**src/hw/rtl/rse_pkg.sv**
```systemverilog
// ============================================================================
// rse_pkg: shared definitions for the RPN stack evaluator
// Operation and status codes, field widths and the controller state type.
// ============================================================================
package rse_pkg;

  // Default stack size and fixed field widths
  localparam int STACK_DEPTH_DEF = 8;
  localparam int DATA_W          = 32;
  localparam int OP_W            = 3;
  localparam int ST_W            = 3;
  localparam int OUT_DEPTH_W     = 4;

  // Operation codes; the two codes above clear are illegal
  localparam logic [OP_W-1:0] OP_PUSH  = 3'd0;
  localparam logic [OP_W-1:0] OP_ADD   = 3'd1;
  localparam logic [OP_W-1:0] OP_SUB   = 3'd2;
  localparam logic [OP_W-1:0] OP_MUL   = 3'd3;
  localparam logic [OP_W-1:0] OP_DIV   = 3'd4;
  localparam logic [OP_W-1:0] OP_CLEAR = 3'd5;

  // Status codes
  localparam logic [ST_W-1:0] ST_OK        = 3'd0;
  localparam logic [ST_W-1:0] ST_OVERFLOW  = 3'd1;
  localparam logic [ST_W-1:0] ST_UNDERFLOW = 3'd2;
  localparam logic [ST_W-1:0] ST_DIVZERO   = 3'd3;
  localparam logic [ST_W-1:0] ST_ILLEGAL   = 3'd4;
  localparam logic [ST_W-1:0] ST_HALTED    = 3'd5;

  // Controller states
  typedef enum logic [2:0] {
    S_IDLE,   // waiting for an item
    S_RDB,    // right operand arrives from the stack memory
    S_RDA,    // left operand arrives from the stack memory
    S_EXEC,   // add, subtract, multiply, or divider launch
    S_DIV,    // serial divide in progress
    S_WB,     // write the result back onto the stack
    S_FIN     // hand the result to the output register
  } state_t;

endpackage

```
**src/hw/rtl/rse_stack_mem.sv**
```systemverilog
// ============================================================================
// rse_stack_mem: stack storage
// Single write port, single read port with registered read data.
// ============================================================================
module rse_stack_mem #(
  parameter int DEPTH = rse_pkg::STACK_DEPTH_DEF,
  parameter int WIDTH = rse_pkg::DATA_W,
  localparam int AW   = $clog2(DEPTH)
) (
  input  logic             clk,
  input  logic             wr_en,
  input  logic [AW-1:0]    wr_addr,
  input  logic [WIDTH-1:0] wr_data,
  input  logic [AW-1:0]    rd_addr,
  output logic [WIDTH-1:0] rd_data
);

  logic [WIDTH-1:0] mem [DEPTH];

  // Write port
  always_ff @(posedge clk) begin
    if (wr_en) begin
      mem[wr_addr] <= wr_data;
    end
  end

  // Read port, registered read data
  always_ff @(posedge clk) begin
    rd_data <= mem[rd_addr];
  end

endmodule

```
**src/hw/rtl/rse_divider.sv**
```systemverilog
// ============================================================================
// rse_divider: serial signed divider
// Restoring divide on magnitudes, one quotient bit per cycle, truncating
// toward zero. Quotient wraps for the most negative value over minus one.
// ============================================================================
module rse_divider (
  input  logic                        clk,
  input  logic                        rst,
  input  logic                        start,
  input  logic [rse_pkg::DATA_W-1:0]  dividend,
  input  logic [rse_pkg::DATA_W-1:0]  divisor,
  output logic                        done,
  output logic [rse_pkg::DATA_W-1:0]  quotient
);

  localparam int W  = rse_pkg::DATA_W;
  localparam int CW = $clog2(W);
  localparam logic [CW-1:0] LAST = CW'(W - 1);

  logic          busy;
  logic [CW-1:0] cnt;
  logic [W-1:0]  rem;
  logic [W-1:0]  quo;
  logic [W-1:0]  mag_b;
  logic          neg;

  logic [W:0]    rem_sh;
  logic [W:0]    diff;
  logic [W-1:0]  rem_step;
  logic [W-1:0]  quo_step;

  // One restoring step
  always_comb begin
    rem_sh = {rem, quo[W-1]};
    diff   = rem_sh - {1'b0, mag_b};
    if (!diff[W]) begin
      rem_step = diff[W-1:0];
      quo_step = {quo[W-2:0], 1'b1};
    end else begin
      rem_step = rem_sh[W-1:0];
      quo_step = {quo[W-2:0], 1'b0};
    end
  end

  // Control
  always_ff @(posedge clk) begin
    if (rst) begin
      busy <= 1'b0;
      done <= 1'b0;
      cnt  <= '0;
    end else begin
      done <= 1'b0;
      if (start) begin
        busy <= 1'b1;
        cnt  <= '0;
      end else if (busy) begin
        cnt <= cnt + CW'(1);
        if (cnt == LAST) begin
          busy <= 1'b0;
          done <= 1'b1;
        end
      end
    end
  end

  // Datapath
  always_ff @(posedge clk) begin
    if (start) begin
      rem   <= '0;
      quo   <= dividend[W-1] ? (W'(0) - dividend) : dividend;
      mag_b <= divisor[W-1] ? (W'(0) - divisor) : divisor;
      neg   <= dividend[W-1] ^ divisor[W-1];
    end else if (busy) begin
      rem <= rem_step;
      quo <= quo_step;
      if (cnt == LAST) begin
        quotient <= neg ? (W'(0) - quo_step) : quo_step;
      end
    end
  end

endmodule

```
**src/hw/rtl/rpn_stack_evaluator_unit.sv**
```systemverilog
// ============================================================================
// rpn_stack_evaluator_unit: Reverse Polish evaluator on a bounded stack
// One token per item: push, add, subtract, multiply, divide or clear.
// Each item yields status, bottom stack entry and depth.
// ============================================================================
//
//  Channel  | Handshake            | Payload
//  ---------+----------------------+--------------------------------------
//  input    | in_valid / in_stall  | operation, operand_value
//  output   | out_valid / out_stall| status, bottom_value, depth
//
// One item is in work at a time. Push, clear, illegal and halted items go
// straight to output; add/subtract/multiply take two stack reads, execute
// and write-back; divide adds the serial divider at one quotient bit per
// cycle; a divide by zero skips divider and write-back. Reset clears depth,
// halt and the bottom entry at once; no clearing pass. The output register
// frees the input side: the next item is taken while a result waits under
// out_stall.
module rpn_stack_evaluator_unit #(
  parameter int STACK_DEPTH = rse_pkg::STACK_DEPTH_DEF
) (
  input  logic                               clk,
  input  logic                               rst,
  input  logic                               in_valid,
  output logic                               in_stall,
  input  logic [rse_pkg::OP_W-1:0]           operation,
  input  logic signed [rse_pkg::DATA_W-1:0]  operand_value,
  output logic                               out_valid,
  input  logic                               out_stall,
  output logic [rse_pkg::ST_W-1:0]           status,
  output logic signed [rse_pkg::DATA_W-1:0]  bottom_value,
  output logic [rse_pkg::OUT_DEPTH_W-1:0]    depth
);

  localparam int W  = rse_pkg::DATA_W;
  localparam int AW = $clog2(STACK_DEPTH);
  localparam int DW = $clog2(STACK_DEPTH + 1);
  localparam logic [DW-1:0] DEPTH_FULL = DW'(STACK_DEPTH);
  localparam logic [DW-1:0] D_ONE      = DW'(1);
  localparam logic [DW-1:0] D_TWO      = DW'(2);

  rse_pkg::state_t state;
  rse_pkg::state_t state_next;

  // Architectural state
  logic [DW-1:0]           stk_depth;
  logic                    halted;
  logic [W-1:0]            bottom;

  // Per-item work registers
  logic [rse_pkg::OP_W-1:0] op_q;
  logic [W-1:0]             opa;
  logic [W-1:0]             opb;
  logic [W-1:0]             result;
  logic [rse_pkg::ST_W-1:0] res_status;

  // Memory and divider connections
  logic          wr_en;
  logic [AW-1:0] wr_addr;
  logic [W-1:0]  wr_data;
  logic [AW-1:0] rd_addr;
  logic [W-1:0]  rd_data;
  logic          div_start;
  logic          div_done;
  logic [W-1:0]  div_quot;

  // Handshake and derived depth values
  logic          accept;
  logic          slot_free;
  logic          in_binary;
  logic [DW-1:0] depth_m1;
  logic [DW-1:0] depth_m2;
  logic [DW-1:0] wb_index;
  logic          has_two;
  logic          div_by_zero;

  assign accept      = in_valid && !in_stall;
  assign slot_free   = !out_valid || !out_stall;
  assign in_binary   = (operation == rse_pkg::OP_ADD) || (operation == rse_pkg::OP_SUB) ||
                       (operation == rse_pkg::OP_MUL) || (operation == rse_pkg::OP_DIV);
  assign depth_m1    = stk_depth - D_ONE;
  assign depth_m2    = stk_depth - D_TWO;
  assign has_two     = (stk_depth >= D_TWO);
  assign wb_index    = has_two ? depth_m2 : '0;
  assign div_by_zero = (op_q == rse_pkg::OP_DIV) && (opb == '0);

  // Next state
  always_comb begin
    state_next = state;
    unique case (state)
      rse_pkg::S_IDLE: begin
        if (accept) begin
          if (in_binary && !halted) begin
            state_next = rse_pkg::S_RDB;
          end else begin
            state_next = rse_pkg::S_FIN;
          end
        end
      end
      rse_pkg::S_RDB:  state_next = rse_pkg::S_RDA;
      rse_pkg::S_RDA:  state_next = rse_pkg::S_EXEC;
      rse_pkg::S_EXEC: begin
        if (op_q == rse_pkg::OP_DIV) begin
          state_next = div_by_zero ? rse_pkg::S_FIN : rse_pkg::S_DIV;
        end else begin
          state_next = rse_pkg::S_WB;
        end
      end
      rse_pkg::S_DIV: begin
        if (div_done) begin
          state_next = rse_pkg::S_WB;
        end
      end
      rse_pkg::S_WB:   state_next = rse_pkg::S_FIN;
      rse_pkg::S_FIN: begin
        if (slot_free) begin
          state_next = rse_pkg::S_IDLE;
        end
      end
      default: state_next = rse_pkg::S_IDLE;
    endcase
  end

  // Controller outputs: stall, memory ports, divider launch
  always_comb begin
    in_stall  = 1'b1;
    rd_addr   = depth_m1[AW-1:0];
    wr_en     = 1'b0;
    wr_addr   = stk_depth[AW-1:0];
    wr_data   = operand_value;
    div_start = 1'b0;
    unique case (state)
      rse_pkg::S_IDLE: begin
        in_stall = 1'b0;
        wr_en    = accept && !halted && (operation == rse_pkg::OP_PUSH) &&
                   (stk_depth != DEPTH_FULL);
      end
      rse_pkg::S_RDB: rd_addr = depth_m2[AW-1:0];
      rse_pkg::S_EXEC: div_start = (op_q == rse_pkg::OP_DIV) && !div_by_zero;
      rse_pkg::S_WB: begin
        wr_en   = 1'b1;
        wr_addr = wb_index[AW-1:0];
        wr_data = result;
      end
      default: ;
    endcase
  end

  // State, stack bookkeeping and output register
  always_ff @(posedge clk) begin
    if (rst) begin
      state      <= rse_pkg::S_IDLE;
      stk_depth  <= '0;
      halted     <= 1'b0;
      bottom     <= '0;
      out_valid  <= 1'b0;
    end else begin
      state <= state_next;
      // Output valid: rises when a result is loaded, drops when taken
      if ((state == rse_pkg::S_FIN) && slot_free) begin
        out_valid <= 1'b1;
      end else if (!out_stall) begin
        out_valid <= 1'b0;
      end
      unique case (state)
        // Decode the item; short operations finish here
        rse_pkg::S_IDLE: begin
          if (accept) begin
            op_q <= operation;
            if (operation == rse_pkg::OP_CLEAR) begin
              stk_depth  <= '0;
              halted     <= 1'b0;
              bottom     <= '0;
              res_status <= rse_pkg::ST_OK;
            end else if (halted) begin
              res_status <= rse_pkg::ST_HALTED;
            end else begin
              unique case (operation) inside
                rse_pkg::OP_PUSH: begin
                  if (stk_depth == DEPTH_FULL) begin
                    res_status <= rse_pkg::ST_OVERFLOW;
                  end else begin
                    stk_depth  <= stk_depth + D_ONE;
                    res_status <= rse_pkg::ST_OK;
                    if (stk_depth == '0) begin
                      bottom <= operand_value;
                    end
                  end
                end
                rse_pkg::OP_ADD, rse_pkg::OP_SUB, rse_pkg::OP_MUL, rse_pkg::OP_DIV: ;
                default: begin
                  halted     <= 1'b1;
                  res_status <= rse_pkg::ST_ILLEGAL;
                end
              endcase
            end
          end
        end
        // Operands; a missing one reads as zero
        rse_pkg::S_RDB: opb <= (stk_depth != '0) ? rd_data : '0;
        rse_pkg::S_RDA: opa <= has_two ? rd_data : '0;
        rse_pkg::S_EXEC: begin
          if (op_q == rse_pkg::OP_DIV) begin
            if (div_by_zero) begin
              halted     <= 1'b1;
              stk_depth  <= wb_index;
              res_status <= rse_pkg::ST_DIVZERO;
            end
          end else if (op_q == rse_pkg::OP_ADD) begin
            result <= opa + opb;
          end else if (op_q == rse_pkg::OP_SUB) begin
            result <= opa - opb;
          end else begin
            result <= W'(opa * opb);
          end
        end
        rse_pkg::S_DIV: begin
          if (div_done) begin
            result <= div_quot;
          end
        end
        // Push the result where the left operand was
        rse_pkg::S_WB: begin
          stk_depth  <= wb_index + D_ONE;
          res_status <= has_two ? rse_pkg::ST_OK : rse_pkg::ST_UNDERFLOW;
          if (wb_index == '0) begin
            bottom <= result;
          end
        end
        rse_pkg::S_FIN: begin
          if (slot_free) begin
            status       <= res_status;
            bottom_value <= bottom;
            depth        <= rse_pkg::OUT_DEPTH_W'(stk_depth);
          end
        end
        default: ;
      endcase
    end
  end

  rse_stack_mem #(
    .DEPTH (STACK_DEPTH),
    .WIDTH (W)
  ) u_mem (
    .clk     (clk),
    .wr_en   (wr_en),
    .wr_addr (wr_addr),
    .wr_data (wr_data),
    .rd_addr (rd_addr),
    .rd_data (rd_data)
  );

  rse_divider u_div (
    .clk      (clk),
    .rst      (rst),
    .start    (div_start),
    .dividend (opa),
    .divisor  (opb),
    .done     (div_done),
    .quotient (div_quot)
  );

endmodule

```
**config.mk**
```make
export PLATFORM = sky130hd
export DESIGN_NAME = rpn_stack_evaluator_unit
export DESIGN_NICKNAME = d
export VERILOG_FILES = /design/src/hw/rtl/rse_pkg.sv /design/src/hw/rtl/rse_stack_mem.sv /design/src/hw/rtl/rse_divider.sv /design/src/hw/rtl/rpn_stack_evaluator_unit.sv
export SDC_FILE = /design/constraint.sdc
export NUM_CORES = 2
export LEC_CHECK = 0
export ABC_AREA = 1
export BUFFER_PORTS_ARGS = -buffer_cell sky130_fd_sc_hd__buf_2
export CELL_PAD_IN_SITES_DETAIL_PLACEMENT = 1
export CELL_PAD_IN_SITES_GLOBAL_PLACEMENT = 2
export CORE_MARGIN = 5
export CORE_UTILIZATION = 44
export CTS_CLUSTER_DIAMETER = 60
export DETAILED_ROUTE_END_ITERATION = 7
export PLACE_DENSITY_LB_ADDON = 0.25
export SYNTH_ARGS = -nofsm -noshare
export SYNTH_HDL_FRONTEND = slang
export SYNTH_SLANG_ARGS = --single-unit
```
**constraint.sdc**
```tcl
create_clock -name clk -period 13.05 [get_ports clk]
set_clock_uncertainty 0.05 [all_clocks]
set_input_delay 0 -clock clk [delete_from_list [all_inputs] [get_ports clk]]
set_output_delay 0 -clock clk [all_outputs]
set_load 0.005 [all_outputs]
```
# After elaboration in Yosys (flattened, before gate mapping)
# Memory sizes are Yosys's and may differ from the RTL's. A register that Yosys moved wholly into a read port is not among the register bits.
# Cells that the tools add are included.
[word_totals]
wordCells = 178
reg_bits = 318
out_inout_bits = 41
in_bits = 39
ram_bits = 256
n_memories = 1
[memory_table]
columns = ["memory", "words", "width", "rd", "rd_ports_with_merged_regs", "write_ports", "line_no", "rtl"]
rows = [
  ["u_mem.mem", 8, 32, 1, 1, 1, "rse_stack_mem.sv:18", "logic [WIDTH-1:0] mem [DEPTH];"],
]
[classes]
muxes = 66
multipliers = 1
bitwise_logic = 4
n_lt_le_gt_ge = 1
n_reduce_logical = 42
eq_ne = 30
addsub = 11
[op_table]
columns = ["cell", "n"]
rows = [
  ["2-to-1 mux 32 bit", 17],
  ["one-hot mux 32 bit (2 select lines)", 2],
  ["subtractor 1 x 32 -> 32 bit, first input constant", 3],
  ["2-to-1 mux 3 bit", 11],
  ["subtractor 33 x 32 -> 33 bit", 1],
  ["adder 32 bit", 1],
  ["zero test 32 bit", 1],
  ["multiplier 32 x 32 -> 32 bit", 1],
  ["2-to-1 mux 4 bit", 8],
  ["subtractor 32 bit", 1],
  ["2-to-1 mux 31 bit", 1],
  ["one-hot mux 3 bit (7 select lines)", 1],
  ["== test 3 bit, second input constant", 6],
  ["2-to-1 mux 1 bit", 18],
  ["== test 3 x 2 -> 1 bit, second input constant", 5],
  ["AND reduction 7 bit", 2],
  ["inequality test 2 bit, second input constant", 6],
  ["one-hot mux 4 bit (3 select lines)", 1],
  ["AND reduction 3 bit", 4],
  ["== test 3 x 1 -> 1 bit, second input constant", 3],
  ["one-hot mux 3 bit (3 select lines)", 1],
  ["adder 4 x 1 -> 4 bit, second input constant", 2],
  ["logical AND 1 bit", 8],
  ["zero test 4 bit", 2],
  ["other kinds (29)", 49],
]

# Longest topological paths before layout
[logic_depth]
word_depth = 8
ltp_mapped = 34
ltp_nobuf = 32

# Modules after synthesis
# From an unflattened synthesis, not the netlist that was laid out.
[unflattened]
cells_unflattened = 6335
hier_area_um2 = 50409.6
[modules_own_cells]
columns = ["module", "cells_each", "area_per_inst_um2", "seq_area_each_um2", "n_inst"]
rows = [
  ["rpn_stack_evaluator_unit", 3943, 29126.7, 5054.8, 1],
  ["rse_stack_mem", 1156, 11872.6, 8328.0, 1],
  ["rse_divider", 1236, 9410.3, 3693.5, 1],
]

# Least setup slack after synthesis
# OpenSTA, ideal clock, no wires.
[synth_path]
path_type = "reg2reg"
startpoint = "register opb[3]"
endpoint = "register result[26] (data pin)"
stages_incl_launch_ff = 30
synth_period_minus_slack_ns = 6.870
arrival_time_ns = 6.567
setup_slack_ns = 6.180
setup_ns = 0.254
cell_sequence = "edfxtp_1 > clkbuf_1 > clkbuf_1 > nand2_1 > inv_1 > fa_1 > inv_1 > fa_1 > fa_1 > fa_1 > inv_1 > fa_1 > inv_1 > fa_1 > inv_1 > fa_1 > fa_1 > ha_1 > nand2_1 > nor2_1 > and3_1 > nand4_1 > nand3_1 > a21o_1 > a21oi_1 > xnor2_1 > nand2_1 > nand2_1 > a21oi_1 > nor2_1"
[synth_via]
elab_chain_len = 5
elab_cells_between_ends = 7
cone_classes = "add/sub (2); mul (1); mux (4)"
[synth_lines]
columns = ["item", "line_no", "rtl"]
rows = [
  ["start: declaration", "rpn_stack_evaluator_unit.sv:53", "logic [W-1:0] opb;"],
  ["start signal: assignment", "rpn_stack_evaluator_unit.sv:200", "rse_pkg::S_RDB: opb <= (stk_depth != '0) ? rd_data : '0;"],
  ["multiplier 32 x 32 -> 32 bit / subtractor 32 bit (equally long branches)", "rpn_stack_evaluator_unit.sv:214, rpn_stack_evaluator_unit.sv:212", ""],
  ["2-to-1 mux 32 bit", "rpn_stack_evaluator_unit.sv:211", "end else if (op_q == rse_pkg::OP_SUB) begin"],
  ["2-to-1 mux 32 bit *", "rpn_stack_evaluator_unit.sv:209", "end else if (op_q == rse_pkg::OP_ADD) begin"],
  ["2-to-1 mux 32 bit *", "rpn_stack_evaluator_unit.sv:203", "if (op_q == rse_pkg::OP_DIV) begin"],
  ["one-hot mux 32 bit (2 select lines) *", "rpn_stack_evaluator_unit.sv:165", "unique case (state)"],
  ["end signal: assignment", "rpn_stack_evaluator_unit.sv:210", "result <= opa + opb;"],
  ["end signal: assignment", "rpn_stack_evaluator_unit.sv:212", "result <= opa - opb;"],
  ["end signal: assignment", "rpn_stack_evaluator_unit.sv:214", "result <= W'(opa * opb);"],
  ["end: declaration", "rpn_stack_evaluator_unit.sv:54", "logic [W-1:0] result;"],
]
# Mark *: on every way between the ends. The rest lies on a longest branch, timed or not. The select of a mux whose other input is x is not followed.
# A chain may end at the register's enable or synchronous reset.

# Worst setup path after layout
[layout_path]
startpoint = "register opb[13]"
endpoint = "register result[31] (data pin)"
# Same word-level chain as after synthesis.

==> flow_summary.toml <==
[layout]
largest_reg_flops = 256
regArea_um2 = 17100
nFillCells = 12700
layout-drive-gt1-share_pct = 6.10
utilization_pct = 48.9
fin_area_um2 = 53100
multi_input_area_um2 = 25700
largest-register = "u_mem.mem"
diodes = 0
nNetsFinal = 6389
area_growth_pct = 10.8

[yosys]
synth_edf_count = 494
synth_top_family_by_area = "adder cells"
synth-simple-area-share_pct = 17.2
synth_top_cell_by_area = "edfxtp_1"
yosysWarnings = 0
synthesis.area_um2 = 47900
synth_ff_type = "edfxtp_1"
yosysMostFrequentCell = "nand2_1"
seq_area_frac_synth_pct = 35.7
synth_compound_area_share_pct = 10.1
synth_top_area_share_pct = 31.0
synthAdderAreaFrac_pct = 23.2
yosysUniqueCellTypes = 60
syn-num-nets = 6344
ys_seq_elements = 606
syn_inst = 5665
ys_async_sr_fraction_pct = 0
yosys-top-cells-count = "1,239 x nand2_1, 1,109 x inv_1, 512 x nor2_1"
synth_area_leaders = "edfxtp_1 31%, fa_1 17%, nand2_1 9.7%"
synth-xor-area-share_pct = 2.83
synth.area.mux_share_pct = 0
synth.avg_cell_area_um2 = 8.45

[clock_tree]
clock_path_buffers = 3
clk_latency_ps = 670
numClockSinks = 606
cts_resized = 0
clkTransAtPathRegs_ps = 70
cts_max_level = 3
cts_made_buffers = 77
post_cts_buffers = 0
root_buffer = "clkbuf_16"
cts_tree = "yes"
ctsHoldBuffers = 59

[floorplanning]
die_w_um = 340
num_io_pins = 80
start_util_pct = 44.1
num_rows = 121
core_um2 = 109000
dieArea_um2 = 116000
die_h_um = 340

[global_routing]
track_usage_pct = 29.6
grt_max_degree = 99
antenna_found_initial = 5
grt_pass1_vias = 42100
grt_pass1_wl_mm = 260
grt_overflow = 0

[placed_design]
place_area_um2 = 49800
dp_hpwl_mm = 124
gp_congestion = 0.968
portBuffers = 79

[route]
vias = 39100
dr.first_iter.drc_count = 2833
viasPerCell = 5.44
wl_mm = 172
drc_errors = 0
wl_per_cell_um = 24.0
drt-pass1-iter-count = 5
ant_nets = 0

[status]
status = "finished, final reports clean"

[timing]
slew_headroom_pct = 21.6
fin_crit_sh_pct = 63.4
drv_slew = 0
rsz0062_at_grt = "false"
period_needed_ps = 8270
hold_viol = 0
fmax_mhz = 121
setup_violations = 0
setup_tns_ps = 0
tightest_slew_ps = 1180

[setup_path]
critPathArrivalTime_ps = 8680
cp-startpoint = "opb[13]"
r2r_start = "opb[13]"
crit_top_cell = "fa_1"
crit_path_start_kind = "flop"
r2r_slack_ps = 4780
critPathCaptureType = "flop"
crit_path_max_fanout = 22
cp_slowest_cell = "nor4_1"
path_delay_family = "adder cells"
crit_type = "reg2reg"
critPathBufInv = 4
critPathRequiredTime_ps = 13460
cpPeakStageDelay_ps = 580

[hold_path]
hold_start = "operation[2]"
hold_class = "in2reg"

[flow_run]
timing.max_cap.violations = 0
[placed cells by master (no fill, tap or decap), types with 6 or more instances in the layout]
cell           synthesis  final
a211oi_1               6      6
a21boi_0               6      6
a21o_1                15     15
a21oi_1              231    231
a221oi_1               6      6
a311oi_1              18     18
a31oi_1               72     71
buf_2                 21     79
buf_4                  8     96
bufinv_16              0      6
clkbuf_1             194     16
clkbuf_16              0     78
clkbuf_8               0      6
clkinv_2               1     10
dfxtp_1              112    112
dlygate4sd3_1          0     59
edfxtp_1             494    494
fa_1                 411    411
ha_1                 229    229
inv_1               1109   1107
inv_2                  7      7
inv_6                  0     10
nand2_1             1239   1238
nand3_1              171    170
nand3b_1              14     14
nand4_1               19     19
nor2_1               512    499
nor2_2                 3      6
nor2_4                 1     11
nor3_1                43     40
nor4_1                21     21
o211ai_1              33     33
o21ai_0              314    313
o21ai_1               12     12
o21bai_1              50     50
o31ai_1               11     11
o32ai_1               32     32
or2_2                  9      9
xnor2_1               45     45
xor2_1               110    109
[per-layer routing]
| metal | global-route usage [%] | vias up | part of all wire [%] |
|---|---|---|---|
| met5 | 0 | - | 0 |
| met4 | 11.1 | 0 | 4.3 |
| met3 | 3.04 | 296 | 4.3 |
| met2 | 52.6 | 945 | 50 |
| met1 | 37.4 | 19900 | 42 |
| li1 | - | 17900 | - |
[metrics by stage]
step,hold slack (ps),instances,worst slack [ps]
detailed placement,171,6986,4930
global route,64.7,7187,4540
global placement,176,6986,5010
CTS,32.3,7187,4860
finish,72.4,7187,4780
floorplan,48.9,5665,6180
[area by class of cell]
cell class	instances	area share, %
Clock buffer	100	3.95
Tap cell	1414	3.33
Clock inverter	42	0.997
Timing Repair Buffer	234	3.22
Multi-Input combinational cell	3673	48.4
Sequential cell	606	32.2
Inverter	1118	7.93
[worst register-to-register path, stage by stage (launching register included)]
cell and delay, ps:
edfxtp_1 330, buf_4 430, ha_1 530, fa_1 520
fa_1 520, inv_1 70, fa_1 520, fa_1 520
inv_1 50, fa_1 560, fa_1 460, fa_1 520
fa_1 420, ha_1 410, nand2_1 180, nor4_1 590
nand3_1 280, nand3_1 220, nand2_1 100, nand2_1 170
inv_1 70, nand2_1 70, nand3_1 70, nand2_1 80
nand2_1 50, a21oi_1 280
[logic make-up (layout without fill, tap and decap cells)]
| kind of cell | Yosys count | after routing |
|---|---|---|
| and+or+nand+nor | 2051 | 2051 |
| buffers and inverters | 1386 | 1494 |
| AOI/OAI and AO/OA | 827 | 827 |
| adders and majority gates | 640 | 640 |
| DFF | 606 | 606 |
| xor gates and xnor gates | 155 | 155 |
[path summary, 6_finish.rpt]
kind / end / cells after the start
min: op_q[2] / 2
min reg2reg: status[1] / 0
max: result[31] / 25
max reg2reg: result[31] / 25
Power is left out: the tool's default activity adds up to more than one toggle a clock period on the data nets, which glitch-free logic cannot reach.
